===== config.mk =====
export PLATFORM = sky130hd
export DESIGN_NAME = dmc_rem
export DESIGN_NICKNAME = d
export VERILOG_FILES = /design/src/rtl/core/dmc_pkg.sv /design/src/rtl/core/dmc_rem.sv
export SDC_FILE = /design/constraint.sdc
export NUM_CORES = 1
export LEC_CHECK = 0
export ABC_AREA = 1
export BUFFER_PORTS_ARGS = -buffer_cell sky130_fd_sc_hd__buf_2
export CORE_ASPECT_RATIO = 1.1
export CORE_MARGIN = 2
export CORE_UTILIZATION = 50
export DETAILED_ROUTE_END_ITERATION = 8
export PLACE_DENSITY = 0.69
export SYNTH_ARGS = -nofsm -noshare
export SYNTH_HDL_FRONTEND = slang
export SYNTH_SLANG_ARGS = --single-unit

===== constraint.sdc =====
create_clock -name aclk -period 2 [get_ports aclk]
set_input_delay 0 -clock aclk [delete_from_list [all_inputs] [get_ports aclk]]
set_output_delay 0 -clock aclk [all_outputs]
set_load 0.005 [all_outputs]

===== src/rtl/core/dmc_pkg.sv =====
// Shared types and constants of the direct-mapped data cache.
// No dependencies; the other files but assert_macros.svh use it by scoped names.
package dmc_pkg;

    localparam int MAX_LINES_DEF = 256;
    localparam int ADDR_BITS_DEF = 16;
    localparam int ADDR_W        = 16;
    localparam int DATA_W        = 32;
    localparam int CNT_W         = 9;
    localparam int LIDX_W        = 8;
    localparam logic [CNT_W-1:0] LINE_COUNT_RST = 9'd256;

    localparam logic CMD_LOOKUP = 1'b0;
    localparam logic CMD_WRITE  = 1'b1;

    typedef struct packed {
        logic                     command;
        logic [ADDR_W-1:0]        address;
        logic signed [DATA_W-1:0] write_data;
    } req_t;

    typedef struct packed {
        logic                     hit;
        logic [LIDX_W-1:0]        line_index;
        logic signed [DATA_W-1:0] read_data;
    } rsp_t;

    typedef struct packed {
        logic rd_en;
        logic wr_en;
    } mem_ctl_t;

    typedef enum logic [1:0] {
        ST_IDLE,
        ST_DIV,
        ST_LOOK
    } state_t;

endpackage


===== src/rtl/core/dmc_rem.sv =====
// Serial remainder unit: address modulo line count, one address bit per cycle.
// Depends on dmc_pkg for the divisor width.
module dmc_rem #(
    parameter int TAG_W = 16
) (
    input  logic                      aclk,
    input  logic                      aresetn,
    input  logic                      start,
    input  logic [TAG_W-1:0]          dividend,
    input  logic [dmc_pkg::CNT_W-1:0] divisor,
    output logic                      done,
    output logic [dmc_pkg::CNT_W-1:0] remainder
);
    localparam int STEP_W = $clog2(TAG_W + 1);

    logic [TAG_W-1:0]          dvd_reg, dvd_next;
    logic [dmc_pkg::CNT_W-1:0] rem_reg, rem_next;
    logic [STEP_W-1:0]         cnt_reg, cnt_next;
    logic                      busy_reg, busy_next;
    logic                      done_reg, done_next;
    logic [dmc_pkg::CNT_W:0]   trial;

    always_comb begin
        trial     = {rem_reg, dvd_reg[TAG_W-1]};
        dvd_next  = dvd_reg;
        rem_next  = rem_reg;
        cnt_next  = cnt_reg;
        busy_next = busy_reg;
        done_next = done_reg;
        if (start) begin
            dvd_next  = dividend;
            rem_next  = '0;
            cnt_next  = STEP_W'(TAG_W);
            busy_next = 1'b1;
            done_next = 1'b0;
        end else if (busy_reg) begin
            // restoring step: shift in next bit, subtract when it fits
            if (trial >= {1'b0, divisor}) begin
                rem_next = dmc_pkg::CNT_W'(trial - {1'b0, divisor});
            end else begin
                rem_next = dmc_pkg::CNT_W'(trial);
            end
            dvd_next = dvd_reg << 1;
            cnt_next = cnt_reg - 1'b1;
            if (cnt_reg == STEP_W'(1)) begin
                busy_next = 1'b0;
                done_next = 1'b1;
            end
        end
    end

    always_ff @(posedge aclk) begin
        if (!aresetn) begin
            busy_reg <= 1'b0;
            done_reg <= 1'b0;
            cnt_reg  <= '0;
        end else begin
            busy_reg <= busy_next;
            done_reg <= done_next;
            cnt_reg  <= cnt_next;
        end
        dvd_reg <= dvd_next;
        rem_reg <= rem_next;
    end

    assign done      = done_reg;
    assign remainder = rem_reg;

endmodule


==> reports/metrics.yaml <==
outcome:
  status: "finished clean"
finish:
  largest_register_ffs: 16
  nFillCells: 334
  final_common_cell: "nand2_1"
  diodes: 0
  nets: 360
  final_util_pct: 66.5
  drive_gt1_share_pct: 19.9
  area_delta_synth_final_pct: 26.6
  final_cell_mix: "93 x nand2_1, 42 x inv_1, 37 x buf_2, 22 x nand3_1, 19 x nor2_1"
sta:
  setup_viol: 0
  relSlewSlack_pct: 67.9
  hold_ws_ps: 6.89
  worst_pin_slew_ps: 481
  fin_crit_ps: 1840
  finClkSkew_ps: 4.86
  fin_setup_tns_ps: 0
  grt_setup_unrepaired: "no"
  hold_viol: 0
  post-route-period-util_pct: 92.0
  drv_slew: 0
  timing.fmax_mhz: 543
  finalWorstSetupSlack_ps: 159
drt:
  vias_per_cell: 4.65
  drc: 0
  drt_iter0_markers: 128
  routed_wl_um: 3930
  vias: 1726
  wire_per_inst_um: 10.6
  ant_nets: 0
  dr.pass1.iters: 4
die:
  start_util_pct: 52.5
  num_io_pins: 38
  coreArea_um2: 3680
  die_h_um: 69.2
  rows: 23
  fp.dieW_um: 63.3
  die_area_um2: 4380
yosys:
  netlist_area_um2: 1930
  yosysSeqAreaShare_pct: 41.4
  synth_cell_types: 27
  avgSynthCellArea_um2: 7.41
  synthCells: 261
  synth_nets: 301
  ys.warnings.count: 0
  ys_ff_latch: 32
grt:
  grt_max_degree: 22
  grt_first_pass_wirelength_um: 6690
  grt-ovfl-total: 0
  antenna_found_initial: 0
  gr-usage-all-layers_pct: 18.9
  grt_pass1_vias: 1583
power_and_ir_drop:
  p_leak_uw: 0.00133
  p_per_area_nw_per_um2: 678
  ir_drop_v: 0.000655
setup_path:
  crit_required_ps: 2160
  end_kind: "register"
  path_class: "reg -> reg"
  r2r_slack_ps: 160
  critical_path.max_fanout: 4
  worstPathArrival_ps: 2000
  startpoint_type: "register"
flow_run:
  maxCapViolations: 0
clock_network:
  clk_path_buf_depth: 2
  cts_hold_buf: 14
  htreeDepth: 2
  clock_latency_ps: 270
  cts_root_buf: "clkbuf_8"
  tritoncts: "done"
  cts-resized-gates: 0
  clkTransAtPathRegs_ps: 70
  cts.sinks: 32
  postCtsSetupBuffers: 0
  numCtsBuffers: 5
placement:
  io_buffer_count: 37
  hpwl_um: 2900
  globalplace.congestion: 0.858
  post-place-ws_ps: 164
min_path:
  worst_hold_path_type: "in -> reg"
==> cells in the mapped netlist (all sizes together) <==
library cell   n  area [µm²]
a21oi          6        33.8
xnor2          3        26.3
a31oi          1        6.26
buf            3        27.5
o211ai         1        7.51
nand4          1        6.26
nand3         27         160
fa             1        20.0
nand3b         3        22.5
edfxtp        16         480
nor2          21        83.8
o21ai          6        37.5
ha            11         138
nor3           2        10.0
clkbuf         2        7.51
dfxtp         16         320
and3           1        6.26
nand2         97         374
inv           42         158
xor2           1        8.76
==> kinds of logic (layout without fill, tap and decap cells) <==
group | after synthesis | in the layout | synth area share, %
DFF | 32 | 32 | 41.4
AOI/OAI and AO/OA | 14 | 14 | 4.40
xor gates and xnor gates | 4 | 4 | 1.81
buffers and inverters | 47 | 107 | 9.96
adders and majority gates | 12 | 12 | 8.15
and+or+nand+nor | 152 | 152 | 34.3
==> layout make-up <==
| type | instances | area [µm²] | area share, % |
|---|---|---|---|
| tap | 50 | 62.6 | 2.55 |
| clock buffer | 6 | 82.6 | 3.37 |
| inverter | 42 | 158 | 6.44 |
| clock inverter | 2 | 33.8 | 1.38 |
| sequential | 32 | 801 | 32.7 |
| timing repair buffer | 57 | 370 | 15.1 |
| multi-input combinational | 182 | 941 | 38.4 |
==> routing by layer <==
metal  global-route usage (%)  share of wire (%)
met2                     31.9                 47
met5                        0                  0
met1                     24.5                 48
met3                     4.22                3.8
met4                     5.07               0.79
==> metrics by stage <==
stage               power (µW)  instances  cell area, µm²
finish                    1660        371            2450
global route              1740        371            2450
CTS                       1680        371            2450
detailed placement        1020        349            2190
global placement          1020        349            2190
floorplan                  947        261            1930
==> worst max-delay path: stages (launching register included) <==
cell	delay [ps]
edfxtp_1	360
inv_1	90
ha_1	140
inv_1	60
fa_1	420
nand2_1	130
nand3_2	80
nand2_2	100
buf_4	150
nand3_2	50
nand3_1	70
o21ai_1	70
==> power breakdown <==
group	switching [µW]	internal, µW
logic	149	119
clock network	229	401
registers	20.6	743
==> worst paths after layout <==
path               startpoint      endpoint  cells past startpoint
setup / recovery  dvd_reg[15]  remainder[2]                     11
setup reg to reg  dvd_reg[15]  remainder[2]                     11
hold reg to reg          done          done                      2
hold / removal    dividend[6]    dvd_reg[6]                      3
Power figures use the tool's default switching activity.
